**src/hw/rtl/lsd_decimal_radix_sort_core_macros.svh**
```systemverilog
// assertion macros for the lsd decimal radix sort core
// expects clk and arst_n in the scope of each use
`ifndef LSD_DECIMAL_RADIX_SORT_CORE_MACROS_SVH
`define LSD_DECIMAL_RADIX_SORT_CORE_MACROS_SVH
`ifndef SYNTH
`define LSDRS_IMPLY(label, ante, cons) \
	label: assert property (@(posedge clk) disable iff (!arst_n) (ante) |-> (cons)) \
		else $error("lsdrs check failed");
`define LSDRS_NEXT(label, ante, cons) \
	label: assert property (@(posedge clk) disable iff (!arst_n) (ante) |=> (cons)) \
		else $error("lsdrs check failed");
`else
`define LSDRS_IMPLY(label, ante, cons)
`define LSDRS_NEXT(label, ante, cons)
`endif
`endif

```
**src/hw/rtl/lsdrs_pkg.sv**
```systemverilog
// shared types and constants of the lsd decimal radix sort core
// no dependencies
package lsdrs_pkg;

	localparam int VAL_W       = 20;
	localparam int RADIX       = 10;
	localparam int DIGIT_W     = 4;
	localparam int CFG_W       = 3;
	localparam int PASS_CNT_W  = 4;
	localparam int DIV10_SHIFT = 23;
	localparam logic [VAL_W-1:0] DIV10_MUL = 20'd838861;
	localparam logic [CFG_W-1:0] PASSES_RST = 3'd3;
	localparam int MAX_ITEMS_DEF  = 64;
	localparam int MAX_DIGITS_DEF = 6;

	typedef enum logic [3:0] {
		ST_LOAD,
		ST_CLR,
		ST_H_RD,
		ST_H_DG,
		ST_H_AC,
		ST_PSUM,
		ST_S_RD,
		ST_S_DG,
		ST_S_AC,
		ST_C_RD,
		ST_C_WR,
		ST_O_RD,
		ST_O_LD,
		ST_O_WT
	} state_t;

	typedef struct packed {
		logic load;
		logic clr_counts;
		logic dig;
		logic hist_inc;
		logic psum_step;
		logic scat;
		logic copy;
		logic idx_clr;
		logic idx_inc;
		logic idx_dec;
		logic idx_top;
		logic out_load;
		logic batch_clr;
	} cmd_t;

	typedef struct packed {
		logic is_last;
		logic idx_zero;
		logic psum_done;
		logic out_acc;
	} sts_t;

endpackage

```
**src/hw/rtl/lsdrs_ctrl.sv**
```systemverilog
// sequencer of the lsd decimal radix sort core: load, passes, copy, unload
// depends on lsdrs_pkg
module lsdrs_ctrl #(
	parameter int MAX_DIGITS = lsdrs_pkg::MAX_DIGITS_DEF
) (
	input  logic                        clk,
	input  logic                        arst_n,
	input  logic                        cfg_wr_en,
	input  logic [lsdrs_pkg::CFG_W-1:0] cfg_wr_data,
	input  logic                        in_valid,
	input  logic                        last,
	output logic                        in_stall,
	input  lsdrs_pkg::sts_t             sts,
	output lsdrs_pkg::cmd_t             cmd
);

	lsdrs_pkg::state_t state_q, state_d;
	logic [lsdrs_pkg::CFG_W-1:0]      passes_cfg_q;
	logic [lsdrs_pkg::PASS_CNT_W-1:0] pass_q, pass_d, eff;
	logic                             pass_final;

	always_ff @(posedge clk or negedge arst_n) begin
		if (!arst_n) begin
			state_q      <= lsdrs_pkg::ST_LOAD;
			passes_cfg_q <= lsdrs_pkg::PASSES_RST;
			pass_q       <= '0;
		end else begin
			state_q <= state_d;
			pass_q  <= pass_d;
			if (cfg_wr_en) begin
				passes_cfg_q <= cfg_wr_data;
			end
		end
	end

	always_comb begin
		eff = lsdrs_pkg::PASS_CNT_W'(passes_cfg_q);
		if (passes_cfg_q == '0) begin
			eff = lsdrs_pkg::PASS_CNT_W'(1);
		end
		if (lsdrs_pkg::PASS_CNT_W'(MAX_DIGITS) < eff) begin
			eff = lsdrs_pkg::PASS_CNT_W'(MAX_DIGITS);
		end
		pass_final = (lsdrs_pkg::PASS_CNT_W'(pass_q + 1'b1) == eff);
	end

	always_comb begin
		state_d  = state_q;
		pass_d   = pass_q;
		cmd      = '0;
		in_stall = 1'b1;
		unique case (state_q)
			lsdrs_pkg::ST_LOAD: begin
				in_stall = 1'b0;
				cmd.load = in_valid;
				if (in_valid && last) begin
					state_d = lsdrs_pkg::ST_CLR;
				end
			end
			lsdrs_pkg::ST_CLR: begin
				cmd.clr_counts = 1'b1;
				cmd.idx_clr    = 1'b1;
				state_d        = lsdrs_pkg::ST_H_RD;
			end
			lsdrs_pkg::ST_H_RD: state_d = lsdrs_pkg::ST_H_DG;
			lsdrs_pkg::ST_H_DG: begin
				cmd.dig = 1'b1;
				state_d = lsdrs_pkg::ST_H_AC;
			end
			lsdrs_pkg::ST_H_AC: begin
				cmd.hist_inc = 1'b1;
				if (sts.is_last) begin
					state_d = lsdrs_pkg::ST_PSUM;
				end else begin
					cmd.idx_inc = 1'b1;
					state_d     = lsdrs_pkg::ST_H_RD;
				end
			end
			lsdrs_pkg::ST_PSUM: begin
				cmd.psum_step = 1'b1;
				if (sts.psum_done) begin
					cmd.idx_top = 1'b1;
					state_d     = lsdrs_pkg::ST_S_RD;
				end
			end
			lsdrs_pkg::ST_S_RD: state_d = lsdrs_pkg::ST_S_DG;
			lsdrs_pkg::ST_S_DG: begin
				cmd.dig = 1'b1;
				state_d = lsdrs_pkg::ST_S_AC;
			end
			lsdrs_pkg::ST_S_AC: begin
				cmd.scat = 1'b1;
				if (sts.idx_zero) begin
					state_d = lsdrs_pkg::ST_C_RD;
				end else begin
					cmd.idx_dec = 1'b1;
					state_d     = lsdrs_pkg::ST_S_RD;
				end
			end
			lsdrs_pkg::ST_C_RD: state_d = lsdrs_pkg::ST_C_WR;
			lsdrs_pkg::ST_C_WR: begin
				cmd.copy = 1'b1;
				if (sts.is_last) begin
					if (pass_final) begin
						pass_d      = '0;
						cmd.idx_clr = 1'b1;
						state_d     = lsdrs_pkg::ST_O_RD;
					end else begin
						pass_d  = lsdrs_pkg::PASS_CNT_W'(pass_q + 1'b1);
						state_d = lsdrs_pkg::ST_CLR;
					end
				end else begin
					cmd.idx_inc = 1'b1;
					state_d     = lsdrs_pkg::ST_C_RD;
				end
			end
			lsdrs_pkg::ST_O_RD: state_d = lsdrs_pkg::ST_O_LD;
			lsdrs_pkg::ST_O_LD: begin
				cmd.out_load = 1'b1;
				state_d      = lsdrs_pkg::ST_O_WT;
			end
			lsdrs_pkg::ST_O_WT: begin
				if (sts.out_acc) begin
					if (sts.is_last) begin
						cmd.batch_clr = 1'b1;
						cmd.idx_clr   = 1'b1;
						state_d       = lsdrs_pkg::ST_LOAD;
					end else begin
						cmd.idx_inc = 1'b1;
						state_d     = lsdrs_pkg::ST_O_RD;
					end
				end
			end
			default: state_d = lsdrs_pkg::ST_LOAD;
		endcase
	end

endmodule

```
**config.mk**
```make
export PLATFORM = sky130hd
export DESIGN_NAME = lsdrs_ctrl
export DESIGN_NICKNAME = d
export VERILOG_FILES = /design/src/hw/rtl/lsd_decimal_radix_sort_core_macros.svh /design/src/hw/rtl/lsdrs_pkg.sv /design/src/hw/rtl/lsdrs_ctrl.sv
export SDC_FILE = /design/constraint.sdc
export NUM_CORES = 1
export LEC_CHECK = 0
export BUFFER_PORTS_ARGS = -buffer_cell sky130_fd_sc_hd__buf_2
export CAP_MARGIN = 5
export CORE_AREA = 2 2 44 46
export DETAILED_ROUTE_END_ITERATION = 8
export DIE_AREA = 0 0 46 48
export GPL_TIMING_DRIVEN = 0
export MAX_ROUTING_LAYER = met4
export PLACE_DENSITY = 0.78
export REMOVE_ABC_BUFFERS = 1
export SYNTH_ARGS = -nofsm -noshare
export SYNTH_HDL_FRONTEND = slang
export SYNTH_SLANG_ARGS = --single-unit
```
**constraint.sdc**
```tcl
create_clock -name clk -period 2.87 [get_ports clk]
set_input_delay 0.1435 -clock clk [delete_from_list [all_inputs] [get_ports clk]]
set_output_delay 0.1435 -clock clk [all_outputs]
set_load 0.05 [all_outputs]
```
After elaboration in Yosys (flattened, before gate mapping)
Index checks and enable logic that the tools add are counted.

Input port bits: 12. Register bits after elaboration: 11. Logic and storage cells: 63. Output and inout bits: 14.

Equality and inequality tests: 17. Add/sub/neg operators: 1. Reductions and logical operators: 7. $lt $le $gt $ge: 1. Multiplexer cells: 34.

Operators with widths (count): case mux 4 bit (14 select lines) (1); 2-to-1 mux 4 bit (9); equality test 4 bit, second input constant (6); 2-to-1 mux 1 bit (19); equality test 4 x 3 -> 1 bit, second input constant (4); equality test 4 x 2 -> 1 bit, second input constant (2); 2-to-1 mux 3 bit (2); inequality test 2 bit, second input constant (3); adder 4 x 1 -> 4 bit, second input constant (1); equality test 4 x 1 -> 1 bit, second input constant (1); equality test 4 bit (1); zero test 4 bit (1); < comparator 3 x 4 -> 1 bit, first input constant (1); OR reduction 2 bit (2); zero test 3 bit (1); case mux 1 bit (3 select lines) (1); AND reduction 3 bit (1); 2-to-1 mux 2 bit (1); case mux 1 bit (2 select lines) (1); AND reduction 2 bit (1); logical AND 1 bit (1).

Depth between registers and ports, before layout
Gate-level depths: netlist of the first run.

Depth in word-level cells: 8. Depth in mapped cells: 6. Gate-level depth less buffers: 6.

Worst setup path after synthesis of the first run
Ideal clock, no wire load.

Kind: reg-to-output. From: register state_q[0]. To: output cmd[3] (netlist bit). Slack: 455 ps. Cell stages (with the launch flop): 4. Required time: 2727 ps. Data arrival time: 2272 ps. Path buffers: 2. Cells stage by stage: dfrtp_1 clkbuf_1 clkbuf_1 nor4_1.

RTL lines: start: declaration (RTL line lsdrs_ctrl.sv:17) `lsdrs_pkg::state_t state_q, state_d;`; start signal: assignment (RTL line lsdrs_ctrl.sv:24) `state_q <= lsdrs_pkg::ST_LOAD;`; start signal: assignment (RTL line lsdrs_ctrl.sv:28) `state_q <= state_d;`; end: declaration (RTL line lsdrs_ctrl.sv:14) `output lsdrs_pkg::cmd_t cmd`.

==> results.txt, run 1 <==
----------------------------------------------------
[Clock tree]
  Total clock buffers created by CTS ... 3
  Clock net sink count ... 11
  CTS tree ... done
  Number of buffers on the longest clock path ... 2
  Gates resized, CTS repair ... 0
  Hold buffer count at CTS ... 1
  Root buffer cell ... sky130_fd_sc_hd__clkbuf_4
  Level count of the clock H-tree ... 1
  Post-CTS setup buffer count ... 0
  Clock-pin slew on the worst setup and hold paths ... 70 ps
  Worst-skew pair later-pin latency ... 260 ps

[Min path]
  Worst hold endpoint ... passes_cfg_q[0]$_DFFE_PN1P_
  Hold Crit Class ... input pin to register
  Cells on Worst Hold Path ... 2
  Worst Hold Launch ... cfg_wr_data[0]

[Worst setup path]
  Critical path peak fanout ... 8
  Critical path's top delay family ... compound AO/OA/AOI/OAI gates
  Worst Setup End Kind ... output port
  Crit path depth ... 6
  R2R depth ... 6
  Slowest stage cell on the critical path ... sky130_fd_sc_hd__a221oi_2
  Critical Path RT ... roughly 2700 ps
  Crit. Startpoint ... pass_q[0]$_DFFE_PN0P_
  Reg-to-reg endpoint ... pass_q[2]$_DFFE_PN0P_
  Critical Path Max Stage Delay ... 510 ps
  CP startpoint kind ... register
  Buffers plus inverters on the worst setup path ... 1
  Setup CP Type ... register to output port
  Worst setup slack for register-to-register paths ... 730 ps
  Startpoint of the worst register-to-register path ... pass_q[0]$_DFFE_PN0P_
  Arrival time reported for the critical path endpoint ... 2480 ps
  Cells along the critical path ... ha_1 > xor2_1 > or3_1 > a221oi_2 > a22o_1 > buf_2

[Run status]
  Run status ... completed

[Logic synthesis]
  Number of instances in the synthesized netlist ... 108
  Total of flip-flops plus latches after synthesis ... 11
  Number of synthesized flops with an enable pin ... 0
  Cell types with the largest area share after synthesis ... sky130_fd_sc_hd__dfrtp_1, sky130_fd_sc_hd__dfstp_2, sky130_fd_sc_hd__nand2_1, sky130_fd_sc_hd__nand2b_1, sky130_fd_sc_hd__nor3_1
  Synth Flop Type ... sky130_fd_sc_hd__dfrtp_1
  Area share of the largest cell type after synthesis ... 26.05%
  Netlist area before placement ... 864.6 um^2
  Sequential share of the synthesized area ... 32.13%
  Number of different library cells in the post-synthesis netlist ... 39
  Average footprint of a synthesized cell ... ~8.0 um^2
  Synth warnings ... 0
  Post-synthesis cell type with the largest combined area ... sky130_fd_sc_hd__dfrtp_1
  Asr flop ratio synth ... 100.0%

[Job]
  Max-capacitance violation count ... 0

[Placed design]
  DP HPWL ... 1447 um
  Setup slack after placement ... 556.8 ps
  Buffers added on ports ... 25
  Final weighted congestion in routability-driven placement ... ~0.86
  Placed Instances ... between 100 and 150

[Routing]
  Routed wire length on met2 ... 921 um
  DR top layer ... met4
  Overall via count from detail_route ... 884
  DRC viols ... 0
  Count of routing violations after the opening detailed-route iteration ... 25
  Post-detailed-routing wire length ... 1969 um
  Routed via count divided by cell count ... roughly 6
  Routed wire length per instance ... about 13 um
  First-pass iteration count of the detailed router ... 4
  Number of antenna-violating nets in the routed design ... 0
  Sum of routed wire segments on met1 ... approximately 960 um
  Routed length on met3 ... 86 um

[Floorplan]
  Core footprint ... between 0.0015 and 0.002 mm^2
  Height of the die ... ~48 um
  I/O pin count ... 26
  Initial Util ... 51.19%
  Std-Cell Rows ... 15
  Die Footprint ... ~0.0022 mm^2
  Die Wd ... 46 um

[Power]
  Worst IR drop on VDD ... 608.9 uV
  Overall power ... 1.072 mW
  Total power divided by cell area ... between 1000 and 1500 mW/mm^2
  Leakage Power ... 0.4692 nW

[Timing]
  Worst-Margin Slew ... between 500 and 600 ps
  Final count of pins violating max slew ... 0
  Normalized max-slew margin ... between 60% and 70%
  Highest attainable clock frequency ... 381.4 MHz
  Crit path time final ... 2622 ps
  Share of the cycle needed by the critical path after routing ... 91.36%
  Final hold violation count ... 0
  Setup repair after global routing missed its margin ... no
  Post-route setup TNS ... 0 ps
  Setup Skew ... 1.155 ps
  # setup viols final ... 0
  Worst path setup slack after routing ... 247.9 ps

[GRT]
  Initial antenna violation count ... 0
  Largest net degree at the start of global routing ... 19
  Global-route wire length before repair ... about 3200 um
  Global router's overall resource usage ... approximately a fifth
  Via count of the first global-routing pass ... 765
  Aggregate global routing overflow ... 0

[Final layout]
  # diodes ... 0
  Post-Layout Cell Count ... 149
  Layout Nets ... 146
  Leading cell type in the layout, fill and taps excluded ... sky130_fd_sc_hd__buf_2
  Fraction of the core area covered by cells at the end of the flow ... 60.67%
  Fraction of layout cells with a size suffix above 1 ... 27.27%
  Layout overhead on the synthesized area ... 18.52%
  Commonest cells after routing, fill and taps aside ... sky130_fd_sc_hd__buf_2, sky130_fd_sc_hd__nand2_1, sky130_fd_sc_hd__nor2_1, sky130_fd_sc_hd__dfrtp_1

----------------------------------------------------
-- routing by layer --
metal,vias to the layer above,GRT usage (%)
met4,0,2.857
met1,415,27.91
met3,2,5.660
met5,-,-
met2,21,30.83
li1,446,-
-- logic make-up (layout without fill, tap and decap cells) --
| family | Yosys count | count (layout) | synth area share, % |
|---|---|---|---|
| flip-flops | 11 | 11 | 32.13 |
| multiplexers | 3 | 3 | 3.907 |
| AO/OA/AOI/OAI | 29 | 29 | 24.17 |
| XOR/XNOR | 2 | 2 | 2.026 |
| AND/OR/NAND/NOR | 52 | 52 | 31.98 |
| buffers and inverters | 10 | 34 | 4.341 |
| adder cells (fa/ha/maj) | 1 | 1 | 1.447 |
-- synth_stat cells (3+ instances only) --
master	count
sky130_fd_sc_hd__a21oi_1	5
sky130_fd_sc_hd__clkbuf_1	6
sky130_fd_sc_hd__dfrtp_1	9
sky130_fd_sc_hd__inv_1	4
sky130_fd_sc_hd__mux2_2	3
sky130_fd_sc_hd__nand2_1	12
sky130_fd_sc_hd__nand2b_1	7
sky130_fd_sc_hd__nand3b_1	3
sky130_fd_sc_hd__nand4_1	3
sky130_fd_sc_hd__nor2_1	9
sky130_fd_sc_hd__nor3_1	7
sky130_fd_sc_hd__o21ai_0	4
sky130_fd_sc_hd__o21ai_1	3
-- state kept, by name, summed over array words and instances (netlist names) --
register,flops
pass_q,4
state_q,4
passes_cfg_q,3
-- power by group --
| group | internal, mW | switching, mW | leakage, nW |
|---|---|---|---|
| Combinational | 0.219 | 0.408 | 0.316 |
| Clock | 0.0537 | 0.0484 | 0.0150 |
| Sequential | 0.199 | 0.143 | 0.138 |
| Total | 0.472 | 0.600 | 0.469 |
-- final cells by class --
type / count / area (um^2)
fillers: 148 / 664.4
multi-input cells: 87 / 549.3
flip-flops and latches: 11 / 277.8
repair buffers: 26 / 135.1
clock buffers: 4 / 26.28
well taps: 17 / 21.27
inverters: 4 / 15.01
-- how the worst max path moves through the flow --
| stage | to | slack, ps |
|---|---|---|
| after CTS | cmd[5] | 260 |
| after global placement | cmd[5] | 560 |
| after floorplan | cmd[5] | 500 |
| after detailed placement | cmd[5] | 560 |
| after global routing | cmd[5] | 90 |
| final | cmd[5] | 250 |
-- stage by stage --
step	instance area (um^2)	hold WS, ps
floorplan	842.1	-152.1
global route	1025	97.27
global placement	988.4	17.44
CTS	1025	103.5
detailed placement	988.4	22.18
finish	1025	111.4
Note: power is estimated with default switching activity, not from simulation.
==> inputs of run 2 (changes only) <==
Settings changed: GPL_ROUTABILITY_DRIVEN set to 0, GPL_TIMING_DRIVEN 0 to not set.
==> run 2 against run 1 <==
Against the previous run: clock-buffer cell count is the same; final cell count unchanged; maximum frequency is 1.5% higher; clock skew about the same; critical endpoint unchanged; core utilization did not move; via count rose by 4.2%; first-iteration DRC count grew 28%; flip-flop and latch count did not move; worst hold slack worse by 3.7 ps; largest cell class unchanged; setup slack better by 38 ps.
==> results.txt, run 2 (same netlist as run 1, synthesis figures left out) <==
----------------------------------------------------
[Power]
  Worst IR drop on VDD ... 574.9 uV (-5.6%)
  Total power divided by cell area ... 1049 mW/mm^2 (+0.26%)
  Switching power as a share of total power ... 56.05% (+0.085 points)
  Internal power component ... 0.4722 mW (about the same)
  Clock network fraction of design power ... 9.9% (+0.4 points)
  Seq pwr share ... 31.7% (-0.2 points)
  NetSw ... 0.6023 mW (+0.41%)
  Leakage Power ... 0.4692 nW (unchanged)
  Comb power frac ... 58.4% (about the same)

[Final layout]
  # diodes ... 0 (unchanged)
  Largest registers ranked by flip-flop count ... pass_q: 4 flops, state_q: 4 flops, passes_cfg_q: 3 flops
  Layout overhead on the synthesized area ... 18.52% (unchanged)
  Area of all placed cells without fillers ... 0.001025 mm^2 (unchanged)
  Layout Nets ... 146 (unchanged)
  Commonest cells after routing, fill and taps aside ... sky130_fd_sc_hd__buf_2, sky130_fd_sc_hd__nand2_1, sky130_fd_sc_hd__nor2_1, sky130_fd_sc_hd__dfrtp_1
  Fraction of layout cells with a size suffix above 1 ... 27.27% (unchanged)
  Leading cell type in the layout, fill and taps excluded ... sky130_fd_sc_hd__buf_2
  Fraction of the core area covered by cells at the end of the flow ... 60.67% (unchanged)

[Routing]
  Number of antenna-violating nets in the routed design ... 0 (unchanged)
  Routed wire length per instance ... 14.22 um (+7.6%)
  DRC viols ... 0 (unchanged)
  Routed via count divided by cell count ... 6.181 (+4.2%)
  Post-detailed-routing wire length ... 2119 um (+7.6%)
  Overall via count from detail_route ... 921 (+4.2%)
  First-pass iteration count of the detailed router ... 4 (unchanged)
  Count of routing violations after the opening detailed-route iteration ... 32 (+28%)

[Floorplan]
  Std-Cell Rows ... 15 (unchanged)
  Die Wd ... 46 um (unchanged)
  Initial Util ... 51.19% (unchanged)
  Core footprint ... 0.001689 mm^2 (unchanged)
  Die Footprint ... 0.002208 mm^2 (unchanged)
  I/O pin count ... 26 (unchanged)
  Height of the die ... 48 um (unchanged)

[Timing]
  Final count of pins violating max slew ... 0 (unchanged)
  Highest attainable clock frequency ... 386.9 MHz (+1.5%)
  Setup Skew ... 1.011 ps (-0.1444 ps)
  Final hold violation count ... 0 (unchanged)
  # setup viols final ... 0 (unchanged)
  Crit path time final ... 2584 ps (-37.73 ps)
  Setup repair after global routing missed its margin ... no
  Post-route setup TNS ... 0 ps (unchanged)
  Worst-Margin Slew ... 551.1 ps (+24.22 ps)
  Normalized max-slew margin ... 63.26% (-1.6 points)
  Share of the cycle needed by the critical path after routing ... 90.05% (-1.3 points)
  Worst path setup slack after routing ... 285.7 ps (+37.73 ps)

[GRT]
  Largest net degree at the start of global routing ... 19 (unchanged)
  Global router's overall resource usage ... 21.12% (+0.71 points)
  Aggregate global routing overflow ... 0 (unchanged)
  Global-route wire length before repair ... 3346 um (+4.8%)
  Initial antenna violation count ... 0 (unchanged)
  Via count of the first global-routing pass ... 796 (+4.1%)

[Placed design]
  Dpl cell area ... 988.4 um^2 (unchanged)
  DP HPWL ... 1574 um (+8.8%)
  Buffers added on ports ... 25 (unchanged)
  Setup slack after placement ... 578.6 ps (+21.77 ps)

[Worst setup path]
  Critical path's top delay family ... compound AO/OA/AOI/OAI gates
  Arrival time reported for the critical path endpoint ... 2440 ps (-40 ps)
  Critical path peak fanout ... 8 (unchanged)
  Worst Setup End Kind ... output port
  Crit path depth ... 6 (unchanged)
  Critical Path RT ... 2730 ps (about the same)
  Cells along the critical path ... ha_1 > xor2_1 > or3_1 > a221oi_2 > a22o_1 > buf_2
  Slowest stage cell on the critical path ... sky130_fd_sc_hd__dfrtp_1
  Buffers plus inverters on the worst setup path ... 1 (unchanged)
  Critical Path Max Stage Delay ... 460 ps (-50 ps)
  Setup CP Type ... register to output port
  CP startpoint kind ... register
  R2R depth ... 6 (unchanged)

[Clock tree]
  Worst-skew pair later-pin latency ... 270 ps (about the same)
  Level count of the clock H-tree ... 1 (unchanged)
  Root buffer cell ... sky130_fd_sc_hd__clkbuf_4
  Number of buffers on the longest clock path ... 2 (unchanged)
  CTS tree ... done
  Post-CTS setup buffer count ... 0 (unchanged)
  Clock net sink count ... 11 (unchanged)
  Clock-pin slew on the worst setup and hold paths ... 70 ps (about the same)
  Total clock buffers created by CTS ... 3 (unchanged)

[Min path]
  Cells on Worst Hold Path ... 2 (unchanged)
  Hold Crit Class ... input pin to register

[Run status]
  Run status ... completed

[Job]
  Max-capacitance violation count ... 0 (unchanged)

----------------------------------------------------
-- run 2: worst paths after layout --
kind                                       start                           to  slack [ps]
setup / recovery           pass_q[0]$_DFFE_PN0P_                       cmd[5]         290
min in group asynchronous                 arst_n        pass_q[0]$_DFFE_PN0P_         280
hold / removal                    cfg_wr_data[1]  passes_cfg_q[1]$_DFFE_PN1P_         110
setup reg to reg           pass_q[0]$_DFFE_PN0P_        pass_q[2]$_DFFE_PN0P_         780
hold reg to reg            pass_q[3]$_DFFE_PN0P_        pass_q[3]$_DFFE_PN0P_         530
max in group asynchronous                 arst_n  passes_cfg_q[0]$_DFFE_PN1P_        2330
-- run 2: power by group through the flow --
stage	clock [mW]	sequential, mW	combinational (mW)
6_report	0.106	0.341	0.628
5_1_grt	0.114	0.355	0.683
4_1_cts	0.110	0.335	0.629
3_5_place_dp	0	0.338	0.625
3_3_place_gp	0	0.333	0.611
2_1_floorplan	0	0.303	0.512
-- run 2: through the flow --
step / total power [mW] / std cells / hold WS, ps
2_1_floorplan: 0.8146 / 102 / -152.1
3_3_place_gp: 0.9439 / 144 / 26.34
3_5_place_dp: 0.9636 / 144 / 30.38
4_1_cts: 1.075 / 149 / 105.9
5_1_grt: 1.152 / 149 / 116.4
6_report: 1.075 / 149 / 107.7
-- run 2: layout make-up --
type / instances / area (um^2)
flip-flops and latches: 11 / 277.8
inverters: 4 / 15.01
repair buffers: 26 / 135.1
clock buffers: 4 / 26.28
multi-input cells: 87 / 549.3
fillers: 166 / 664.4
well taps: 17 / 21.27
-- run 2: repair_timing --
action / 4_1_cts / 5_1_grt
hold buffers: 1 / 0
endpoints found under the hold margin: 11 / 0
gates resized for setup: 0 / 0
-- run 2: layer usage --
layer | track usage, % | routed length, um | up-vias
met5 | - | 0 | -
met4 | 5.143 | 12 | 0
met3 | 2.642 | 115 | 2
met2 | 34.72 | 1025 | 32
met1 | 27.52 | 965 | 440
li1 | - | - | 447
